$ cat src/bas_pkg.sv
// bas_pkg: shared types, constants and the palette function of the screen renderer
// used by every module of the block but bas_ram; depends on nothing
`default_nettype none

package bas_pkg;

    // store layout
    localparam int unsigned ADDR_W      = 13;
    localparam int unsigned STORE_SIZE  = 6912;
    localparam int unsigned BITMAP_SIZE = 6144;
    localparam logic [ADDR_W-1:0] ATTR_BASE = 13'd6144;

    // item kinds carried in tuser
    localparam logic OP_WRITE  = 1'b0;
    localparam logic OP_RENDER = 1'b1;

    // configuration register indexes
    localparam logic CFG_NORMAL_LEVEL = 1'b0;
    localparam logic CFG_BRIGHT_LEVEL = 1'b1;

    // reset levels
    localparam logic [7:0] NORMAL_LEVEL_RST = 8'd215;
    localparam logic [7:0] BRIGHT_LEVEL_RST = 8'd255;

    // attribute byte fields
    localparam int unsigned ATTR_FLASH_BIT  = 7;
    localparam int unsigned ATTR_BRIGHT_BIT = 6;
    localparam logic [7:0]  ALPHA           = 8'hff;

    // command passed from the front end to the back end
    typedef struct packed {
        logic              is_write;
        logic [ADDR_W-1:0] addr;       // store address or bitmap cell
        logic [7:0]        data;
        logic [ADDR_W-1:0] attr_addr;
        logic [4:0]        column;
        logic [7:0]        y;
        logic              phase;
    } t_cmd;

    // palette index to ARGB: bit 0 blue, bit 1 red, bit 2 green
    function automatic logic [31:0] palette_color(input logic [2:0] index,
                                                  input logic [7:0] level);
        logic [7:0] red;
        logic [7:0] green;
        logic [7:0] blue;
        red   = index[1] ? level : 8'd0;
        green = index[2] ? level : 8'd0;
        blue  = index[0] ? level : 8'd0;
        return {ALPHA, red, green, blue};
    endfunction

endpackage

`default_nettype wire

$ cat src/bas_front.sv
// bas_front: classifies input items, flags out-of-range ones to be dropped and builds commands
// depends on bas_pkg
`default_nettype none

module bas_front (
    input  wire logic                      i_op,
    input  wire logic [bas_pkg::ADDR_W-1:0] i_store_address,
    input  wire logic [7:0]                i_store_data,
    input  wire logic [bas_pkg::ADDR_W-1:0] i_cell_index,
    input  wire logic                      i_flash_phase,
    output bas_pkg::t_cmd                  o_cmd,
    output logic                           o_keep
);
    import bas_pkg::*;

    logic [7:0] y;
    logic [4:0] column;

    // de-interleave the row and locate the attribute byte
    always_comb begin
        column = i_cell_index[4:0];
        y      = {i_cell_index[12:11], i_cell_index[7:5], i_cell_index[10:8]};
    end

    // command build and range check
    always_comb begin
        o_cmd.is_write  = (i_op == OP_WRITE);
        o_cmd.addr      = (i_op == OP_WRITE) ? i_store_address : i_cell_index;
        o_cmd.data      = i_store_data;
        o_cmd.attr_addr = ATTR_BASE + {3'd0, y[7:3], column};
        o_cmd.column    = column;
        o_cmd.y         = y;
        o_cmd.phase     = i_flash_phase;
        if (i_op == OP_WRITE) begin
            o_keep = ({19'd0, i_store_address} < STORE_SIZE);
        end else begin
            o_keep = ({19'd0, i_cell_index} < BITMAP_SIZE);
        end
    end

endmodule

`default_nettype wire

$ cat config.mk
export PLATFORM = sky130hd
export DESIGN_NAME = bas_front
export DESIGN_NICKNAME = d
export VERILOG_FILES = /design/src/bas_pkg.sv /design/src/bas_front.sv
export SDC_FILE = /design/constraint.sdc
export NUM_CORES = 1
export LEC_CHECK = 0
export ABC_CLOCK_PERIOD_IN_PS = 1000
export BUFFER_PORTS_ARGS = -buffer_cell sky130_fd_sc_hd__buf_2
export CAP_MARGIN = 0
export CORE_ASPECT_RATIO = 1.4
export CORE_MARGIN = 10
export CORE_UTILIZATION = 26
export DETAILED_ROUTE_END_ITERATION = 16
export GPL_ROUTABILITY_DRIVEN = 0
export PLACE_DENSITY = 0.81
export SYNTH_ARGS = -nofsm -noshare
export SYNTH_HDL_FRONTEND = slang
export SYNTH_SLANG_ARGS = --single-unit
$ cat constraint.sdc
create_clock -name vclk -period 1
set_clock_uncertainty 0.1 [all_clocks]
set_input_delay 0.2 -clock vclk [all_inputs]
set_output_delay 0.2 -clock vclk [all_outputs]
set_load 0.02 [all_outputs]
; Yosys cells after proc, flatten, opt, wreduce, memory -nomap -nowiden
; Index checks and enable logic that the tools add are counted.
[totals]
input_bits = 36
elab_cells = 6
register_bits = 0
output_inout_bits = 50
[classes]
muxes = 2
n_lt_le_gt_ge = 2
n_addsub = 1
bitwise = 1
[ops]
columns = cell, count
row1 = $lt 13x13->1 const B, 2
row2 = $add 12x11->13 const A, 1
row3 = $mux 13, 1
row4 = $mux 1, 1
row5 = $not 1->1, 1

; Depth between registers and ports, before layout
; Gate-level depths: netlist of run 1.
[depth]
ltp_word = 2
mapped_depth = 4
ltp_nobuf = 2

; Worst setup path after synthesis of run 1
; OpenSTA, ideal clock, no wires.
[synth_timing]
kind = input port to output port
startpoint = input i_op
endpoint = output o_keep
required_time_ns = 0.700
n_path_buf = 2
setup_slack_ns = -0.117
cell_stages = 3
arrival_time_ns = 0.817
cell_sequence = buf_6 > buf_12 > o31a_1
[synth_between]
elab_chain_len = 1
[synth_lines]
columns = item, line
row1 = start: declaration, bas_front.sv:6  ; input wire logic i_op,
row2 = $mux 1, bas_front.sv:34  ; if (i_op == OP_WRITE) begin
row3 = end: declaration, bas_front.sv:12  ; output logic o_keep
; No other way between the ends.

==> results of run 1 <==
-- layer usage --
layer  track usage (%)  wire [um]  vias to the layer above
li1                  -          -                      224
met1              7.36        599                      203
met2              12.7        778                       59
met3              8.71        463                        4
met4             0.524         17                        0
met5                 0          0                        -
-- repair_timing --
item	4_1_cts	5_1_grt
setup endpoints to repair	15	14
gates cloned	1	0
gates resized for setup	44	3
buffers inserted	1	0
pin swaps	2	1
-- power groups by stage --
stage               logic, W  clock network [W]  registers [W]
finish              0.000511                  0              0
global route        0.000543                  0              0
CTS                 0.000509                  0              0
detailed placement  0.000398                  0              0
global placement    0.000392                  0              0
floorplan           0.000360                  0              0
-- cell type report --
| class | count | area [um2] |
|---|---|---|
| Tap cell | 20 | 25.0 |
| Multi-Input combinational cell | 20 | 235 |
| Fill cell | 180 | 983 |
| Inverter | 1 | 3.75 |
| Timing Repair Buffer | 74 | 554 |
-- cell usage after synthesis --
master | instances | area [um2]
buf_4 | 35 | 263
buf_6 | 1 | 11.3
a21oi_1 | 1 | 5.00
conb_1 | 2 | 7.51
nand3_1 | 1 | 5.00
mux2_2 | 6 | 67.6
o31a_1 | 1 | 8.76
mux2_4 | 7 | 105
inv_1 | 1 | 3.75
nand2_1 | 1 | 3.75
buf_12 | 1 | 20.0
-- stage by stage --
| stage | power [W] | TNS (ns) | setup WS, ns | std cells |
|---|---|---|---|---|
| finish | 0.000511 | -0.753 | -0.0637 | 115 |
| global route | 0.000543 | -0.926 | -0.0746 | 115 |
| CTS | 0.000509 | -0.781 | -0.0647 | 115 |
| detailed placement | 0.000398 | -5.12 | -0.402 | 113 |
| global placement | 0.000392 | -4.88 | -0.374 | 113 |
| floorplan | 0.000360 | -0.577 | -0.0742 | 58 |
-- logic make-up (layout without fill, tap and decap cells) --
family	Yosys count	after routing	share of synthesized area [%]
compound gates	2	2	2.75
mux	13	13	34.5
other cells	2	3	1.50
buf+inv	38	75	59.5
simple gates	2	2	1.75
-- worst paths after layout --
path,slack (ns),startpoint,to,cells past startpoint
setup / recovery,-0.06,i_op,o_cmd[47],3
hold / removal,0.30,i_store_data[6],o_cmd[33],0
==> run summary, run 1 <==
STA
---------------------------------------------------------------------------------------
Top achievable clock speed                                                      940 MHz
Slew Viols, Final                                                                     0
Final setup margin                                                           -0.0637 ns
RSZ-0062 raised after global routing                                                yes
Hold Slack                                                                     0.300 ns
Final min period                                                                1.06 ns
Fraction of the cycle the final worst path needs                                   106%
Final setup viols                                                                    14
Hold Violations, Final                                                                0

CELLS AND AREA
---------------------------------------------------------------------------------------
Clock buffers                                                                         0
Leading cell type in the layout, fill and taps excluded                           buf_2
Area of all placed cells without fillers                                        818 um2
Final core utilization                                                            45.4%
Count of sequential standard cells                                                    0
Number of nets in the finished design                                               133
Register cell area after layout                                                   0 um2
Antenna diode count                                                                   0
Commonest non-fill, non-tap cells in the layout                            buf_2 (45), buf_6 (19), mux2_4 (13)
Layout overhead on the synthesized area                                           63.5%
Layout cells sized above 1                                                        93.7%

SETUP PATH
---------------------------------------------------------------------------------------
Crit path arrival time                                                          0.76 ns
Peak fanout along the critical path                                                   8
CP startpoint kind                                                         primary input
Data required time at the worst endpoint                                        0.70 ns
Worst path cell trace                                                      buf_16 -> mux2_4 -> buf_6
Biggest cell delay along the critical path                                      0.30 ns
Critical path's top delay family                                           multiplexers
Cell type of the slowest stage on the worst timing path                          mux2_4
Worst setup path category                                                        in2out
Element type at the critical path end                                      primary output
Number of buffers and inverters on the critical path                                  2

CLOCK TREE
---------------------------------------------------------------------------------------
Hold buffers post-CTS                                                                 0

POWER
---------------------------------------------------------------------------------------
Power per cell area                                                          624 nW/um2
Int Power                                                                    0.000269 W
Worst vdd rail ir drop                                                           262 uV
Comb pwr share                                                                   100.0%
Net Switching                                                                0.000242 W
Share of total power in the clock network                                            0%
Sequential Power Share                                                               0%
Fraction of power spent switching nets                                            47.4%
Static leakage power                                                           0.485 nW

HOLD PATH
---------------------------------------------------------------------------------------
Hold/Removal Path Class                                                          in2out

OUTCOME
---------------------------------------------------------------------------------------
Violations in the final reports                                            negative setup slack
Run status                                                                 complete, but fails checks

ROUTING
---------------------------------------------------------------------------------------
Drt pass-1 iters                                                                      3
# DRC                                                                                 0
Number of violations reported at the end of detailed-routing iteration 0              2
Vias per cell                                                                      4.26
Vias                                                                                490
WL final                                                                        1860 um
Count of antenna-violating nets left after detailed routing                           0
Wire length per cell after detailed routing                                     16.2 um

GLOBAL ROUTE
---------------------------------------------------------------------------------------
Pin count of the biggest net entering global routing                                  9
Gr ovfl total                                                                         0
Vias in the first global route                                                      606
Total global-route track usage                                                    8.06%
Number of antenna violations at the first check in global routing                     0
First-pass GRT wire length                                                      2880 um

DIE
---------------------------------------------------------------------------------------
Die area                                                                       4100 um2
Die width                                                                       57.1 um
Top Ports                                                                            86
Die H                                                                           71.9 um
Core Region                                                                    1800 um2
Num rows                                                                             18
Initial core utilization                                                          27.8%

JOB
---------------------------------------------------------------------------------------
Max cap viols                                                                         0

YOSYS
---------------------------------------------------------------------------------------
Mean post-synth cell area                                                      8.78 um2
Cell variety after synth                                                             11
Gate count after technology mapping                                                  57
Sequential cell area fraction in the yosys report                                    0%
Post-synthesis instance area                                                    500 um2
Number of warnings printed during yosys synthesis                                     0

PLACEMENT
---------------------------------------------------------------------------------------
IO buf count                                                                         65
Area after DPL                                                                  613 um2
Post-DP HPWL                                                                    1550 um

Power figures use the tool's default switching activity.
==> inputs of run 2 (changes only) <==
--- a/config.mk
+++ b/config.mk
@@ -13,7 +13,8 @@
 export CORE_UTILIZATION = 26
 export DETAILED_ROUTE_END_ITERATION = 16
 export GPL_ROUTABILITY_DRIVEN = 0
-export PLACE_DENSITY = 0.81
+export PLACE_DENSITY = 0.77
+export SLEW_MARGIN = 20
 export SYNTH_ARGS = -nofsm -noshare
 export SYNTH_HDL_FRONTEND = slang
 export SYNTH_SLANG_ARGS = --single-unit
==> run 2 against run 1 <==
Against the previous run: the run still ends with negative setup slack left; maximum frequency is 0.10% lower; via count decreased by 0.41%; wire length fell by 2.6%; total power shrank 2.9%; count of clock-buffer cells in the layout unchanged; critical path depth is the same; die area unchanged; first-iteration DRC count unchanged; largest power group unchanged; hold slack about the same; core utilization decreased by 2.0 points; sequential cell count unchanged.
==> run summary, run 2 (synthesis results as in run 1) <==
OUTCOME
---------------------------------------------------------------------------------------
Run status                                                                 complete, but fails checks
Violations in the final reports                                            negative setup slack

POWER
---------------------------------------------------------------------------------------
Power per cell area                                                          634 nW/um2   +1.6%
Share of total power in the clock network                                            0%   unchanged
Static leakage power                                                           0.469 nW   -3.4%
Sequential Power Share                                                               0%   unchanged
Worst vdd rail ir drop                                                           262 uV   about the same
Net Switching                                                                0.000239 W   -1.0%
Fraction of power spent switching nets                                            48.3%   +0.93 points
Int Power                                                                    0.000257 W   -4.6%
Comb pwr share                                                                   100.0%   about the same

SETUP PATH
---------------------------------------------------------------------------------------
Number of buffers and inverters on the critical path                                  2   unchanged
Cell type of the slowest stage on the worst timing path                          mux2_4
CP startpoint kind                                                         primary input
Critical path's top delay family                                           multiplexers
Element type at the critical path end                                      primary output
Worst setup path category                                                        in2out
Data required time at the worst endpoint                                        0.70 ns   about the same
Peak fanout along the critical path                                                   8   unchanged
Crit path launch                                                                   i_op
Worst path cell trace                                                      buf_16 -> mux2_4 -> buf_6
Crit path arrival time                                                          0.76 ns   about the same
Biggest cell delay along the critical path                                      0.30 ns   about the same

STA
---------------------------------------------------------------------------------------
Final setup viols                                                                    14   unchanged
Slew Viols, Final                                                                     0   unchanged
Top achievable clock speed                                                      939 MHz   -0.10%
Final setup margin                                                           -0.0648 ns   -0.00111 ns
Fraction of the cycle the final worst path needs                                   106%   +0.11 points
Hold Violations, Final                                                                0   unchanged
RSZ-0062 raised after global routing                                                yes
Final min period                                                                1.06 ns   +0.00111 ns

CLOCK TREE
---------------------------------------------------------------------------------------
Hold buffers post-CTS                                                                 0   unchanged
Post-CTS Setup Inserts                                                                0   -1

CELLS AND AREA
---------------------------------------------------------------------------------------
Register cell area after layout                                                   0 um2   unchanged
Area of all placed cells without fillers                                        782 um2   -4.4%
Antenna diode count                                                                   0   unchanged
Number of nets in the finished design                                               131   -1.5%
Layout overhead on the synthesized area                                           56.3%
Leading cell type in the layout, fill and taps excluded                           buf_2
Clock buffers                                                                         0   unchanged
Count of sequential standard cells                                                    0   unchanged
Count of non-filler cells in the finished layout                                    113   -1.7%
Layout cells sized above 1                                                        92.5%   -1.2 points
Fill cells                                                                          173   -3.9%
Commonest non-fill, non-tap cells in the layout                            buf_2 (48), buf_6 (16), mux2_4 (13)

ROUTING
---------------------------------------------------------------------------------------
Drt pass-1 iters                                                                      2   -1
Count of antenna-violating nets left after detailed routing                           0   unchanged
Number of violations reported at the end of detailed-routing iteration 0              2   unchanged
# DRC                                                                                 0   unchanged
Vias                                                                                488   -0.41%
Wire length per cell after detailed routing                                     16.0 um   -0.91%
Vias per cell                                                                      4.32   +1.4%
WL final                                                                        1810 um   -2.6%

JOB
---------------------------------------------------------------------------------------
Max cap viols                                                                         0   unchanged

GLOBAL ROUTE
---------------------------------------------------------------------------------------
Fraction of met1 tracks used by global routing                                    6.90%   -0.46 points
Routing usage on met3                                                             8.36%   -0.35 points
Pin count of the biggest net entering global routing                                  9   unchanged
Layer carrying the most global-route usage                                         met2
First-pass GRT wire length                                                      2880 um   unchanged
Number of antenna violations at the first check in global routing                     0   unchanged
Gr ovfl total                                                                         0   unchanged
Vias in the first global route                                                      616   +1.7%
Global-route track usage on met2                                                  13.7%   +0.97 points
Total global-route track usage                                                    8.07%   +0.014 points

HOLD PATH
---------------------------------------------------------------------------------------
Hold/Removal Path Class                                                          in2out
Beginning of the worst hold path                                           i_store_data[4]

DIE
---------------------------------------------------------------------------------------
Die width                                                                       57.1 um   unchanged
Initial core utilization                                                          27.8%   unchanged
Core Region                                                                    1800 um2   unchanged
Num rows                                                                             18   unchanged
Die H                                                                           71.9 um   unchanged
Die area                                                                       4100 um2   unchanged
Top Ports                                                                            86   unchanged

PLACEMENT
---------------------------------------------------------------------------------------
Area after DPL                                                                  606 um2   -1.2%
IO buf count                                                                         65   unchanged
Cell Count Post-Placement                                                           112   -0.88%

run 2: cell count changes in the layout (fill, tap and decap cells not counted):
cell	previous run	this run
nand2_2	1	0
buf_6	19	16
nand2_1	0	1
buf_4	8	6
buf_2	45	48
run 2: metal layers:
layer	vias to the layer above	wire length, um	part of all wire [%]
met1	205	595	33
met3	2	452	25
met2	61	759	42
met5	-	0	0
li1	220	-	-
met4	0	3	0.17
run 2: cell type report:
class              count  area (um2)  area share, %
multi-input cells     20         233           29.8
well taps             20        25.0           3.20
repair buffers        72         520           66.6
inverters              1        3.75          0.480
run 2: power groups by stage:
| stage | clock network [W] | registers (W) | logic (W) |
|---|---|---|---|
| after detailed placement | 0 | 0 | 0.000396 |
| final | 0 | 0 | 0.000496 |
| after CTS | 0 | 0 | 0.000497 |
| after global routing | 0 | 0 | 0.000530 |
| after floorplan | 0 | 0 | 0.000360 |
| after global placement | 0 | 0 | 0.000391 |
run 2: repair_timing:
action,4_1_cts,5_1_grt
resized for setup,41,2
hold endpoints to repair,0,0
endpoints found under the setup margin,15,14
gates cloned,1,0
pin swaps,1,2
run 2: path summary, 6_finish.rpt:
kind / endpoint / slack [ns] / depth (start not counted)
setup / recovery: o_cmd[44] / -0.06 / 3
hold / removal: o_cmd[31] / 0.30 / 0
run 2: metrics by stage:
stage	setup slack, ns	hold WS [ns]	TNS (ns)	power (W)	utilization (%)
2_1_floorplan	-0.0742	0.413	-0.577	0.000360	-
3_3_place_gp	-0.382	0.300	-4.96	0.000391	33.6
3_5_place_dp	-0.402	0.300	-5.19	0.000396	33.6
4_1_cts	-0.0623	0.300	-0.813	0.000497	42.7
5_1_grt	-0.0749	0.300	-0.936	0.000530	43.4
6_report	-0.0648	0.300	-0.765	0.000496	43.4
