**config.mk**
```make
export PLATFORM = sky130hd
export DESIGN_NAME = bas_cmd_fifo
export DESIGN_NICKNAME = d
export VERILOG_FILES = /design/src/bas_pkg.sv /design/src/bas_cmd_fifo.sv
export SDC_FILE = /design/constraint.sdc
export NUM_CORES = 1
export LEC_CHECK = 0
export BUFFER_PORTS_ARGS = -buffer_cell sky130_fd_sc_hd__clkbuf_2
export CAP_MARGIN = 20
export CORE_MARGIN = 3
export CORE_UTILIZATION = 50
export DETAILED_ROUTE_END_ITERATION = 10
export GPL_TIMING_DRIVEN = 0
export HOLD_SLACK_MARGIN = 0.06
export PLACE_DENSITY = 0.75
export SLEW_MARGIN = 10
export SYNTH_ARGS = -nofsm -noshare
export SYNTH_HDL_FRONTEND = slang
export SYNTH_SLANG_ARGS = --single-unit
```
**constraint.sdc**
```tcl
create_clock -name i_clk -period 4.2 [get_ports i_clk]
set_input_delay 1.05 -clock i_clk [delete_from_list [all_inputs] [get_ports i_clk]]
set_output_delay 1.05 -clock i_clk [all_outputs]
set_load 0.03 [all_outputs]
```
**src/bas_pkg.sv**
```systemverilog
// bas_pkg: shared types, constants and the palette function of the screen renderer
// used by every module of the block but bas_ram; depends on nothing
`default_nettype none

package bas_pkg;

    // store layout
    localparam int unsigned ADDR_W      = 13;
    localparam int unsigned STORE_SIZE  = 6912;
    localparam int unsigned BITMAP_SIZE = 6144;
    localparam logic [ADDR_W-1:0] ATTR_BASE = 13'd6144;

    // item kinds carried in tuser
    localparam logic OP_WRITE  = 1'b0;
    localparam logic OP_RENDER = 1'b1;

    // configuration register indexes
    localparam logic CFG_NORMAL_LEVEL = 1'b0;
    localparam logic CFG_BRIGHT_LEVEL = 1'b1;

    // reset levels
    localparam logic [7:0] NORMAL_LEVEL_RST = 8'd215;
    localparam logic [7:0] BRIGHT_LEVEL_RST = 8'd255;

    // attribute byte fields
    localparam int unsigned ATTR_FLASH_BIT  = 7;
    localparam int unsigned ATTR_BRIGHT_BIT = 6;
    localparam logic [7:0]  ALPHA           = 8'hff;

    // command passed from the front end to the back end
    typedef struct packed {
        logic              is_write;
        logic [ADDR_W-1:0] addr;       // store address or bitmap cell
        logic [7:0]        data;
        logic [ADDR_W-1:0] attr_addr;
        logic [4:0]        column;
        logic [7:0]        y;
        logic              phase;
    } t_cmd;

    // palette index to ARGB: bit 0 blue, bit 1 red, bit 2 green
    function automatic logic [31:0] palette_color(input logic [2:0] index,
                                                  input logic [7:0] level);
        logic [7:0] red;
        logic [7:0] green;
        logic [7:0] blue;
        red   = index[1] ? level : 8'd0;
        green = index[2] ? level : 8'd0;
        blue  = index[0] ? level : 8'd0;
        return {ALPHA, red, green, blue};
    endfunction

endpackage

`default_nettype wire

```
**src/bas_cmd_fifo.sv**
```systemverilog
// bas_cmd_fifo: short register queue of commands between front and back end
// depends on bas_pkg
`default_nettype none

module bas_cmd_fifo #(
    parameter int unsigned DEPTH = 2
) (
    input  wire logic          i_clk,
    input  wire logic          i_rst_n,
    input  wire logic          i_push,
    input  wire bas_pkg::t_cmd i_cmd,
    output logic               o_full,
    input  wire logic          i_pop,
    output bas_pkg::t_cmd      o_cmd,
    output logic               o_valid
);
    import bas_pkg::*;

    localparam int unsigned PTR_W = (DEPTH > 1) ? $clog2(DEPTH) : 1;
    localparam int unsigned CNT_W = $clog2(DEPTH + 1);
    localparam logic [PTR_W-1:0] LAST_PTR = PTR_W'(DEPTH - 1);
    localparam logic [CNT_W-1:0] FULL_CNT = CNT_W'(DEPTH);

    t_cmd             r_mem [DEPTH];
    logic [PTR_W-1:0] r_wr_ptr;
    logic [PTR_W-1:0] r_rd_ptr;
    logic [CNT_W-1:0] r_count;
    logic [PTR_W-1:0] n_wr_ptr;
    logic [PTR_W-1:0] n_rd_ptr;
    logic [CNT_W-1:0] n_count;

    assign o_full  = (r_count == FULL_CNT);
    assign o_valid = (r_count != '0);
    assign o_cmd   = r_mem[r_rd_ptr];

    // pointer and fill count update
    always_comb begin
        n_wr_ptr = r_wr_ptr;
        n_rd_ptr = r_rd_ptr;
        n_count  = r_count;
        if (i_push) begin
            n_wr_ptr = (r_wr_ptr == LAST_PTR) ? '0 : r_wr_ptr + 1'b1;
        end
        if (i_pop) begin
            n_rd_ptr = (r_rd_ptr == LAST_PTR) ? '0 : r_rd_ptr + 1'b1;
        end
        if (i_push && !i_pop) begin
            n_count = r_count + 1'b1;
        end else if (i_pop && !i_push) begin
            n_count = r_count - 1'b1;
        end
    end

    always_ff @(posedge i_clk) begin
        if (!i_rst_n) begin
            r_wr_ptr <= '0;
            r_rd_ptr <= '0;
            r_count  <= '0;
        end else begin
            r_wr_ptr <= n_wr_ptr;
            r_rd_ptr <= n_rd_ptr;
            r_count  <= n_count;
        end
    end

    // entry storage
    always_ff @(posedge i_clk) begin
        if (i_push) begin
            r_mem[r_wr_ptr] <= i_cmd;
        end
    end

endmodule

`default_nettype wire

```
Word-level counts from Yosys, hierarchy flattened
Memory sizes are Yosys's and may differ from the RTL's. A register that Yosys moved wholly into a read port is not among the register bits.
Index checks and enable logic that the tools add are counted.
{ "word_totals": {"input_bits": 53, "ff_bits": 4, "word_cells": 23, "out_inout_bits": 51, "ramBits": 98, "memories": 1} }
{ "mem_list": {"columns": ["memory", "depth", "word_bits", "rd", "rd_ports_with_merged_regs", "write_ports", "line_no", "rtl"], "rows": [
  ["r_mem", 2, 49, 1, 1, 1, "bas_cmd_fifo.sv:24", "t_cmd r_mem [DEPTH];"]
]} }
{ "classes": {"n_mux": 8, "addsub": 4, "eq_ne": 1, "reduce_logical": 6} }
{ "op_table": {"columns": ["op", "n"], "rows": [
  ["$mux 1", 6],
  ["$mux 2", 2],
  ["$reduce_bool 2->1", 2],
  ["$add 1x1->1 const B", 2],
  ["$add 2x1->2 const B", 1],
  ["$eq 2x2->1 const B", 1],
  ["$logic_and 1x1->1", 2],
  ["$logic_not 1->1", 2],
  ["$sub 2x1->2 const B", 1]
]} }

Depth between registers and ports, before layout
Gate-level depths: netlist (run 1).
{ "depth": {"ltp_word": 4, "mapped_depth": 5} }

Least setup slack after synthesis (run 1)
No wires, ideal clock.
{ "synth_timing": {"kind": "input to register", "from": "in i_push", "to": "mem r_mem[0][0] in the netlist's numbering, enable pin", "slack_ns": 0.483, "path_buffers": 0, "t_required_ns": 3.737, "cell_stages": 1, "setup_ns": 0.463, "arrival_ns": 3.255, "path_cell_list": "nor2b_1"} }
{ "synth_via": {"elab_chain_len": 2} }
{ "synth_rtl": {"columns": ["item", "line_no", "rtl"], "rows": [
  ["from (decl)", "bas_cmd_fifo.sv:10", "input wire logic i_push,"],
  ["$mux 1", "bas_cmd_fifo.sv:68", "if (i_push) begin"],
  ["$mux 1 (not written as such)", "bas_cmd_fifo.sv:69", "r_mem[r_wr_ptr] <= i_cmd;"],
  ["to (decl)", "bas_cmd_fifo.sv:24", null]
]} }
Every way passes these cells.

==> results of run 1 <==
-- Yosys cell counts --
library cell / n
sky130_fd_sc_hd__edfxtp_1: 98
sky130_fd_sc_hd__mux2_2: 49
sky130_fd_sc_hd__dfxtp_1: 5
sky130_fd_sc_hd__and2_1: 4
sky130_fd_sc_hd__buf_2: 3
sky130_fd_sc_hd__buf_6: 2
sky130_fd_sc_hd__nor2b_1: 2
sky130_fd_sc_hd__xor2_1: 2
sky130_fd_sc_hd__a21boi_1: 1
sky130_fd_sc_hd__and2b_2: 1
sky130_fd_sc_hd__ha_1: 1
sky130_fd_sc_hd__inv_1: 1
sky130_fd_sc_hd__o21a_1: 1
sky130_fd_sc_hd__o21ai_0: 1
sky130_fd_sc_hd__or2_2: 1
sky130_fd_sc_hd__or3_1: 1
sky130_fd_sc_hd__xnor2_1: 1
-- tightest hold or removal path, delay by kind of cell (launching register included) --
family             cells  cell delay (ns)
AOI/OAI and AO/OA      2             0.15
DFF                    1             0.35
-- routing by layer --
layer	up-vias	part of all wire (%)
met2	70	49
met3	10	6.9
met1	927	42
li1	912	-
met5	-	0
met4	0	1.7
-- state kept, by name, indices dropped and copies added (netlist names), named ones only --
name and count:
r_count 2, r_rd_ptr 1, r_wr_ptr 1, r_mem 98
-- final cells by class --
cell class                 instances  area share, %
clock inverter                     7           1.09
clock buffer                       9           2.69
buffer                             5          0.814
inverter                           1         0.0814
tap                               96           2.60
sequential                       103           66.0
multi-input combinational         65           14.7
timing repair buffer             105           12.0
-- report_power, final --
group,switching [W],internal (W)
registers,0.0000156,0.00118
clock network,0.000320,0.000215
logic,0.000199,0.000119
total,0.000535,0.00152
-- worst min-delay path by stage --
stage                           from         end  slack, ns  cells after the start
final                     r_count[1]  r_count[1]       0.54                      2
after global placement    r_count[1]  r_count[1]       0.48                      2
after floorplan           r_count[1]  r_count[1]       0.46                      2
after detailed placement  r_count[1]  r_count[1]       0.52                      2
after global routing      r_count[1]  r_count[1]       0.59                      2
after CTS                 r_count[1]  r_count[1]       0.54                      2
-- cell families (layout without fill, tap and decap cells) --
kind of cell | after synthesis | after routing | synth area share (%)
flip-flops | 103 | 103 | 81.1
AO/OA/AOI/OAI | 3 | 3 | 0.533
multiplexers | 49 | 49 | 14.7
AND/OR/NAND/NOR | 9 | 9 | 1.57
adder cells (fa/ha/maj) | 1 | 1 | 0.333
XOR/XNOR | 3 | 3 | 0.700
buffers and inverters | 6 | 127 | 1.10
-- stage by stage --
stage                     hold slack [ns]  util, %
after global routing                0.590     65.7
after CTS                           0.537     65.7
after global placement              0.478     62.5
final                               0.542     65.7
after detailed placement            0.523     63.2
after floorplan                     0.461        -
==> results.sh, run 1 <==
export IMPL_run_status="completed"
export IMPL_clk_pin_slew_worst_paths_ns=0.09
export IMPL_synthCells=174
export IMPL_top_level_i_o_count=104
export IMPL_critical_path_startpoint_type="flip-flop"
export IMPL_most_common_layout_cells="sky130_fd_sc_hd__clkbuf_2 (103), sky130_fd_sc_hd__edfxtp_1 (98), sky130_fd_sc_hd__mux2_2 (49)"
export IMPL_dr_total_vias=1919
export IMPL_floorplan_initialDensity_pct=53.5
export IMPL_largest_area_contributor_in_the_netlist="sky130_fd_sc_hd__edfxtp_1"
export IMPL_rsz_0062_raised_after_global_routing="no"
export IMPL_cts_setup_buffers=0
export IMPL_grt_antenna_before_repair=0
export IMPL_dp_slack_ns=1.72
export IMPL_grt_first_pass_wirelength_mm=9.88
export IMPL_h_tree_depth=3
export IMPL_antenna_cells_inserted=0
export IMPL_multi_input_comb_area_sq_um=678
export IMPL_post_synth_main_area_contributors="sky130_fd_sc_hd__edfxtp_1 (78%), sky130_fd_sc_hd__mux2_2 (15%), sky130_fd_sc_hd__dfxtp_1 (2.7%), sky130_fd_sc_hd__and2_1 (0.67%), sky130_fd_sc_hd__buf_6 (0.60%)"
export IMPL_grt_pass1_vias=2059
export IMPL_synth_seq_cells=103
export IMPL_io_buffers=103
export IMPL_cts_sinks=103
export IMPL_most_frequent_standard_cell_in_the_layout_excluding_fill_and_tap_cells="sky130_fd_sc_hd__clkbuf_2"
export IMPL_post_route_worst_setup_slack_ns=1.54
export IMPL_place_congestion=0.638
export IMPL_ff_latch_area_sq_um=3040
export IMPL_timing_clock_skew_ns=0.00678
export IMPL_min_delay_path_class="reg -> reg"
export IMPL_area_delta_synth_final_pct=22.9
export IMPL_post_synth_num_cell_types=17
export IMPL_vias_per_cell=4.91
export IMPL_worstMarginPinSlew_ns=0.788
export IMPL_tritoncts="yes"
export IMPL_final_period_utilization_pct=63.4
export IMPL_cts_root_to_sink_buffers=2
export IMPL_ant_nets=0
export IMPL_wirelength_mm=6.30
export IMPL_use_met1_pct=18.6
export IMPL_gr_usage_all_layers_pct=15.1
export IMPL_cp_slowest_stage_delay_ns=0.39
export IMPL_cts_hold_fix_buffers=0
export IMPL_dp_hpwl_mm=4.37
export IMPL_setup_worst_path_end="o_cmd[8]"
export IMPL_wp_data_arrival_ns=1.61
export IMPL_timing_final_hold_violations=0
export IMPL_drt_iter0_markers=44
export IMPL_met3_usage_pct=3.90
export IMPL_global_route_peak_usage_layer="met2"
export IMPL_slowest_library_cell_on_the_worst_path="sky130_fd_sc_hd__dfxtp_1"
export IMPL_worstSetupEndpointType="output port"
export IMPL_critical_path_maximum_fanout=10
export IMPL_r2r_worst_path_cells=2
export IMPL_timing_final_crit_period_ns=2.66
export IMPL_cts_root_buffer_cell="sky130_fd_sc_hd__clkbuf_8"
export IMPL_post_cts_resized=0
export IMPL_fin_total_pwr_w=0.00205
export IMPL_placed_cells_incl_taps=375
export IMPL_final_instance_count_without_filler_cells=391
export IMPL_layout_cell_area_non_filler_sq_um=4610
export IMPL_critical_path_reg2reg_startpoint="r_wr_ptr"
export IMPL_worstSetupPathDepth=3
export IMPL_cp_cell_sequence="buf_2 > mux2_2 > clkbuf_2"
export IMPL_worst_r2r_endpoint="r_mem[0][18]"
export IMPL_critical_path_required_ns=3.15
export IMPL_post_route_drc_count=0
export IMPL_post_route_cells_drive_above_1_share_pct=60.7
export IMPL_share_of_yosys_cell_area_claimed_by_the_top_area_cell_type_pct=78.4
export IMPL_numCtsBuffers=9
export IMPL_wl_per_cell_um=16.1
export IMPL_fillerInstances=527
export IMPL_critPathKind="reg -> out"
export IMPL_power_static_leakage_nw=1.76
export IMPL_drv_slew=0
export IMPL_synthesis_area_sq_um=3750
export IMPL_die_h_um=92.6
export IMPL_cp_num_buf_inv=2
export IMPL_grt_met2_usage_pct=25.4
export IMPL_detail_route_first_pass_iterations=4
export IMPL_clock_latency_ns=0.35
export IMPL_critPathTopFamily="buffers and inverters"
export IMPL_grt_ovfl_total=0
export IMPL_timing_max_cap_violations=0
export IMPL_peakVddDrop_mv=0.255
export IMPL_synth_yosys_seq_area_share_pct=81.1
export IMPL_net_count_after_synthesis=228
export IMPL_die_w_um=92.6
export IMPL_synth_warning_count=0
export IMPL_timing_slew_headroom_pct=47.3
export IMPL_number_of_nets_at_the_end_of_the_flow=344
export IMPL_syn_area_per_cell_sq_um=21.6
export IMPL_setup_tns_final_ns=0
export IMPL_detailed_place_area_sq_um=4440
export IMPL_grt_start_max_net_pins=35
export IMPL_setup_viol=0
export IMPL_std_cell_rows=30
export IMPL_rrSetupSlack_ns=2.63
export IMPL_floorplan_die_area_sq_um=8580
export IMPL_pwr_density_cell_nw_per_um2=445
export IMPL_fmaxAchievable_ghz=0.375
export IMPL_core_region_area_sq_um=7020
Note: power is estimated with default switching activity, not from simulation.
==> inputs of run 2 (changes only) <==
--- a/config.mk
+++ b/config.mk
@@ -5,6 +5,7 @@
 export SDC_FILE = /design/constraint.sdc
 export NUM_CORES = 1
 export LEC_CHECK = 0
+export ABC_AREA = 1
 export BUFFER_PORTS_ARGS = -buffer_cell sky130_fd_sc_hd__clkbuf_2
 export CAP_MARGIN = 20
 export CORE_MARGIN = 3
==> constraint.sdc (replaced) <==
create_clock -name i_clk -period 2.6 [get_ports i_clk]
set_input_delay 0.65 -clock i_clk [delete_from_list [all_inputs] [get_ports i_clk]]
set_output_delay 0.65 -clock i_clk [all_outputs]
set_load 0.03 [all_outputs]
==> run 2 against run 1 <==
  * Synthesized cell count up 7.5%
  * Hold slack worse by 0.057 ns
  * Sequential power up 62%
  * Clock skew up 0.0053 ns
  * Routed wire length down 1.9%
  * Clock-buffer cell count up 1
  * Core utilization down 1.1 points
  * Critical endpoint is now o_cmd[26]
  * Largest cell class unchanged
  * Largest power group unchanged
==> results.sh, run 2 <==
export IMPL_run_status="completed"
export IMPL_most_frequent_standard_cell_in_the_layout_excluding_fill_and_tap_cells="sky130_fd_sc_hd__clkbuf_2"
export IMPL_die_w_um=93.3
export IMPL_fin_total_pwr_w=0.00341
export IMPL_fmaxAchievable_ghz=0.442
export IMPL_synthesis_area_sq_um=3810
export IMPL_drt_iter0_markers=71
export IMPL_synth_async_reset_ratio_pct=0
export IMPL_hold_slack_ns=0.486
export IMPL_area_delta_synth_final_pct=24.4
export IMPL_h_tree_depth=3
export IMPL_syn_area_per_cell_sq_um=20.4
export IMPL_power_static_leakage_nw=1.87
export IMPL_ant_nets=0
export IMPL_synth_yosys_seq_area_share_pct=79.9
export IMPL_dp_hpwl_mm=4.31
export IMPL_worstMarginPinSlew_ns=0.541
export IMPL_core_region_area_sq_um=7330
export IMPL_post_route_worst_setup_slack_ns=0.337
export IMPL_synth_enable_flop_cells=98
export IMPL_regMostFlops="r_mem"
export IMPL_tritoncts="yes"
export IMPL_post_route_cells_drive_above_1_share_pct=57.6
export IMPL_floorplan_initialDensity_pct=52.0
export IMPL_grt_start_max_net_pins=36
export IMPL_most_common_layout_cells="sky130_fd_sc_hd__clkbuf_2 (103), sky130_fd_sc_hd__edfxtp_1 (98), sky130_fd_sc_hd__mux2_2 (39)"
export IMPL_grt_antenna_before_repair=0
export IMPL_synth_most_common_cell="sky130_fd_sc_hd__edfxtp_1"
export IMPL_critical_path_required_ns=1.95
export IMPL_post_synth_main_area_contributors="sky130_fd_sc_hd__edfxtp_1 (77%), sky130_fd_sc_hd__mux2_2 (12%), sky130_fd_sc_hd__mux2_4 (3.9%), sky130_fd_sc_hd__dfxtp_1 (2.6%), sky130_fd_sc_hd__nand2_1 (0.89%)"
export IMPL_critPathKind="reg -> out"
export IMPL_final_period_utilization_pct=87.0
export IMPL_net_count_after_synthesis=241
export IMPL_final_instance_count_without_filler_cells=408
export IMPL_antenna_cells_inserted=0
export IMPL_cts_root_buffer_cell="sky130_fd_sc_hd__clkbuf_8"
export IMPL_grt_ovfl_total=0
export IMPL_clk_pin_slew_worst_paths_ns=0.10
export IMPL_drv_slew=0
export IMPL_dr_total_vias=1984
export IMPL_setup_viol=0
export IMPL_timing_max_cap_violations=0
export IMPL_grt_pass1_vias=2114
export IMPL_min_delay_path_class="in -> reg"
export IMPL_rrSetupSlack_ns=1.08
export IMPL_critical_path_startpoint_type="flip-flop"
export IMPL_dp_slack_ns=0.579
export IMPL_synth_seq_cells=103
export IMPL_timing_final_hold_violations=0
export IMPL_cts_sinks=103
export IMPL_synth_warning_count=0
export IMPL_grt_first_pass_wirelength_mm=9.75
export IMPL_timing_final_crit_period_ns=2.26
export IMPL_peakVddDrop_mv=0.415
export IMPL_vias_per_cell=4.86
export IMPL_std_cell_rows=31
export IMPL_post_cts_resized=0
export IMPL_worstSetupEndpointType="output port"
export IMPL_final_core_utilization_pct=64.6
export IMPL_synthCells=187
export IMPL_post_synth_most_frequent_cells="sky130_fd_sc_hd__edfxtp_1 (98), sky130_fd_sc_hd__mux2_2 (39), sky130_fd_sc_hd__mux2_4 (10)"
export IMPL_wp_data_arrival_ns=1.61
export IMPL_detail_route_first_pass_iterations=4
export IMPL_floorplan_die_area_sq_um=8700
export IMPL_largest_area_contributor_in_the_netlist="sky130_fd_sc_hd__edfxtp_1"
export IMPL_gr_usage_all_layers_pct=14.8
export IMPL_place_congestion=0.674
export IMPL_post_route_drc_count=0
export IMPL_numCtsBuffers=9
export IMPL_fillerInstances=562
export IMPL_critical_path_maximum_fanout=10
export IMPL_io_buffers=103
export IMPL_timing_clock_skew_ns=0.0121
export IMPL_ys_flop_type="sky130_fd_sc_hd__edfxtp_1"
export IMPL_die_h_um=93.3
export IMPL_wl_per_cell_um=15.1
export IMPL_top_level_i_o_count=104
export IMPL_wirelength_mm=6.18
export IMPL_max_ffs_per_register=98
export IMPL_share_of_yosys_cell_area_claimed_by_the_top_area_cell_type_pct=77.3
export IMPL_clock_latency_ns=0.34
export IMPL_cts_root_to_sink_buffers=2
export IMPL_reg_top3="r_mem (98), r_count (2)"
export IMPL_pwr_density_cell_nw_per_um2=719
export IMPL_rsz_0062_raised_after_global_routing="no"
export IMPL_cts_setup_buffers=0
export IMPL_placed_cells_incl_taps=392
export IMPL_cts_hold_fix_buffers=0
export IMPL_number_of_nets_at_the_end_of_the_flow=358
export IMPL_post_synth_num_cell_types=15
export IMPL_timing_slew_headroom_pct=63.9
[run 2: changes by cell type after synthesis, moves of 3 or more]
cell                      delta
sky130_fd_sc_hd__buf_4       +3
sky130_fd_sc_hd__nor2_1      +8
sky130_fd_sc_hd__and2_1      -4
sky130_fd_sc_hd__mux2_4     +10
sky130_fd_sc_hd__nand2_1     +9
sky130_fd_sc_hd__inv_1       +7
sky130_fd_sc_hd__mux2_2     -10
sky130_fd_sc_hd__buf_2       -3
[run 2: worst paths after layout]
path,from,to,cells past startpoint
worst max-delay path,flip-flop,o_cmd[26],4
worst min-delay path,i_cmd[43],r_mem[1][43],1
worst max register to register,r_wr_ptr,r_mem[0][0],3
worst min register to register,r_rd_ptr,r_rd_ptr,2
[run 2: per-layer routing]
layer,global-route usage (%),routed length [um],vias up
li1,-,-,947
met1,17.9,2490,962
met2,25.3,3210,73
met3,3.94,445,2
met4,5.74,27,0
met5,0,0,-
[run 2: logic make-up (layout without fill, tap and decap cells)]
family / Yosys count / in the layout / share of synthesized area, %
simple gates: 19 / 19 / 1.97
compound gates: 2 / 2 / 0.263
buf+inv: 13 / 135 / 2.07
mux: 49 / 49 / 15.5
fa+ha+maj: 1 / 1 / 0.328
flops: 103 / 103 / 79.9
[run 2: area by class of cell]
class	instances	area, sq um	share of cell area, %
multi-input cells	71	694	14.7
repair buffers	106	591	12.5
well taps	99	124	2.61
plain buffers	5	48.8	1.03
flip-flops and latches	103	3040	64.2
clock buffers	10	138	2.91
inverters	8	30.0	0.634
clock inverters	6	68.8	1.45
[run 2: stage by stage]
stage | area (sq um) | TNS (ns)
6_report | 4740 | 0
2_1_floorplan | 3810 | 0
5_1_grt | 4740 | 0
4_1_cts | 4740 | 0
3_5_place_dp | 4530 | 0
3_3_place_gp | 4450 | -37.83
[run 2: worst max-delay path, cell delays in order (launching register included)]
cell and delay [ns]:
sky130_fd_sc_hd__dfxtp_1 0.41, sky130_fd_sc_hd__buf_6 0.19, sky130_fd_sc_hd__buf_8 0.17, sky130_fd_sc_hd__mux2_4 0.31, sky130_fd_sc_hd__clkbuf_2 0.18
[run 2: power by group]
part	internal [W]	switching [W]	total [W]
registers	0.00191	0.0000227	0.00194
logic	0.000183	0.000298	0.000481
clock network	0.000476	0.000513	0.000989
total	0.00257	0.000833	0.00341
==> inputs of run 3 (changes only) <==
--- a/config.mk
+++ b/config.mk
@@ -14,6 +14,7 @@
 export GPL_TIMING_DRIVEN = 0
 export HOLD_SLACK_MARGIN = 0.06
 export PLACE_DENSITY = 0.75
+export REMOVE_ABC_BUFFERS = 1
 export SLEW_MARGIN = 10
 export SYNTH_ARGS = -nofsm -noshare
 export SYNTH_HDL_FRONTEND = slang
==> run 3 against run 2 <==
  * Clock power about the same
  * Critical endpoint is now o_cmd[11]
  * Power fell by 0.23%
  * Non-clock buffer count shrank 6
  * Critical path depth fell by 2
==> results.sh, run 3 (synthesis results as in run 2) <==
export IMPL_die_h_um=93.3
export IMPL_top_level_i_o_count=104
export IMPL_grt_ovfl_total=0
export IMPL_post_route_worst_setup_slack_ns=0.152
export IMPL_cp_slowest_stage_delay_ns=0.83
export IMPL_timing_slew_headroom_pct=46.6
export IMPL_critical_path_reg2reg_startpoint="r_wr_ptr"
export IMPL_rrSetupSlack_ns=1.02
export IMPL_most_common_layout_cells="sky130_fd_sc_hd__clkbuf_2 (103), sky130_fd_sc_hd__edfxtp_1 (98), sky130_fd_sc_hd__mux2_2 (39)"
export IMPL_power_switching_share_pct=25.3
export IMPL_timing_clock_skew_ns=0.0130
export IMPL_regMostFlops="r_mem"
export IMPL_clock_power_share_pct=29.5
export IMPL_place_congestion=0.730
export IMPL_power_frac_comb_pct=12.9
export IMPL_timing_final_crit_period_ns=2.45
export IMPL_power_internal_w=0.00254
export IMPL_drt_iter0_markers=71
export IMPL_gr_usage_all_layers_pct=15.1
export IMPL_tritoncts="yes"
export IMPL_placed_cells_incl_taps=386
export IMPL_wl_per_cell_um=15.5
export IMPL_grt_first_pass_wirelength_mm=9.94
export IMPL_detail_route_first_pass_iterations=4
export IMPL_most_frequent_standard_cell_in_the_layout_excluding_fill_and_tap_cells="sky130_fd_sc_hd__clkbuf_2"
export IMPL_drv_slew=0
export IMPL_worstHoldEndpoint="r_mem[0][21]"
export IMPL_timing_max_cap_violations=0
export IMPL_critical_path_required_ns=1.95
export IMPL_detailed_place_area_sq_um=4460
export IMPL_final_instance_count_without_filler_cells=402
export IMPL_whs_path_depth=1
export IMPL_grt_met2_usage_pct=25.2
export IMPL_worst_r2r_endpoint="r_mem[1][7]"
export IMPL_final_period_utilization_pct=94.2
export IMPL_number_of_nets_at_the_end_of_the_flow=352
export IMPL_setup_viol=0
export IMPL_vias_per_cell=4.90
export IMPL_h_tree_depth=3
export IMPL_worstMarginPinSlew_ns=0.800
export IMPL_cts_root_to_sink_buffers=2
export IMPL_critical_path_maximum_fanout=49
export IMPL_r2r_worst_path_cells=3
export IMPL_switchingPower_w=0.000861
export IMPL_grt_antenna_before_repair=0
export IMPL_reg_top3="r_mem (98), r_count (2)"
export IMPL_post_route_drc_count=0
export IMPL_clk_pin_slew_worst_paths_ns=0.10
export IMPL_wirelength_mm=6.25
export IMPL_final_core_utilization_pct=63.6
export IMPL_rsz_0062_raised_after_global_routing="no"
export IMPL_cts_setup_buffers=0
export IMPL_cts_hold_fix_buffers=0
export IMPL_post_cts_resized=0
export IMPL_layout_cell_area_non_filler_sq_um=4660
export IMPL_dp_hpwl_mm=4.13
export IMPL_fillerInstances=560
export IMPL_critPathKind="reg -> out"
export IMPL_use_met1_pct=18.7
export IMPL_slowest_library_cell_on_the_worst_path="sky130_fd_sc_hd__dfxtp_4"
export IMPL_timing_final_hold_violations=0
export IMPL_floorplan_die_area_sq_um=8700
export IMPL_global_route_peak_usage_layer="met2"
export IMPL_critical_path_startpoint_type="flip-flop"
export IMPL_numCtsBuffers=9
export IMPL_floorplan_initialDensity_pct=52.0
export IMPL_cp_cell_sequence="mux2_2 > clkbuf_2"
export IMPL_clock_latency_ns=0.36
export IMPL_grt_start_max_net_pins=50
export IMPL_dp_slack_ns=0.487
export IMPL_met3_usage_pct=4.51
export IMPL_worstSetupEndpointType="output port"
export IMPL_share_seq_of_total_power_pct=57.6
export IMPL_post_route_cells_drive_above_1_share_pct=57.1
export IMPL_peakVddDrop_mv=0.387
export IMPL_run_status="completed"
export IMPL_power_static_leakage_nw=1.83
export IMPL_fmaxAchievable_ghz=0.409
export IMPL_cts_sinks=103
export IMPL_pwr_density_cell_nw_per_um2=729
export IMPL_max_ffs_per_register=98
export IMPL_hold_path_startpoint="i_cmd[21]"
export IMPL_core_region_area_sq_um=7330
export IMPL_cts_root_buffer_cell="sky130_fd_sc_hd__clkbuf_8"
export IMPL_ant_nets=0
export IMPL_antenna_cells_inserted=0
export IMPL_grt_pass1_vias=2054
export IMPL_die_w_um=93.3
export IMPL_dr_total_vias=1968
export IMPL_min_delay_path_class="in -> reg"
export IMPL_area_delta_synth_final_pct=22.4
export IMPL_io_buffers=103
export IMPL_std_cell_rows=31
export IMPL_hold_slack_ns=0.478
export IMPL_wp_data_arrival_ns=1.80
==> run 3: worst max path at each step <==
stage / start / endpoint / slack (ns)
6_report: flip-flop / o_cmd[11] / 0.15
3_5_place_dp: i_push / r_mem[0][3] / 0.49
3_3_place_gp: i_push / r_mem[0][37] / -1.95
5_1_grt: flip-flop / o_cmd[7] / 0.06
2_1_floorplan: i_push / r_mem[0][0] / -0.61
4_1_cts: flip-flop / o_cmd[11] / 0.11
==> run 3: per-stage QoR <==
stage	setup TNS, ns	power, W
floorplan	-30.80	0.00228
global placement	-140.34	0.00243
detailed placement	0	0.00244
CTS	0	0.00343
global route	0	0.00353
finish	0	0.00340
==> run 3: area by class of cell <==
cell class / count / area [sq um] / share of cell area, %
sequential: 103 / 3050 / 65.4
timing repair buffer: 105 / 563 / 12.1
multi-input combinational: 71 / 694 / 14.9
clock buffer: 9 / 124 / 2.66
tap: 99 / 124 / 2.66
inverter: 8 / 30.0 / 0.644
clock inverter: 7 / 78.8 / 1.69
==> run 3: power groups by stage <==
stage	Clock [W]	Combinational (W)	Sequential (W)
after floorplan	0	0.000297	0.00199
after global placement	0	0.000430	0.00200
after detailed placement	0	0.000444	0.00200
after CTS	0.00102	0.000445	0.00196
after global routing	0.00109	0.000470	0.00197
final	0.00100	0.000438	0.00196
==> run 3: critical path: cells and delay by family, from the launching register on <==
family,cells,cell delay (ns)
buffers and inverters,1,0.18
flip-flops,1,0.83
multiplexers,1,0.42
==> run 3: layer usage <==
metal / share of wire [%] / routed length (um) / up-vias
li1: - / - / 936
met1: 42 / 2600 / 951
met2: 51 / 3160 / 75
met3: 7.0 / 437 / 6
met4: 0.85 / 53 / 0
met5: 0 / 0 / -
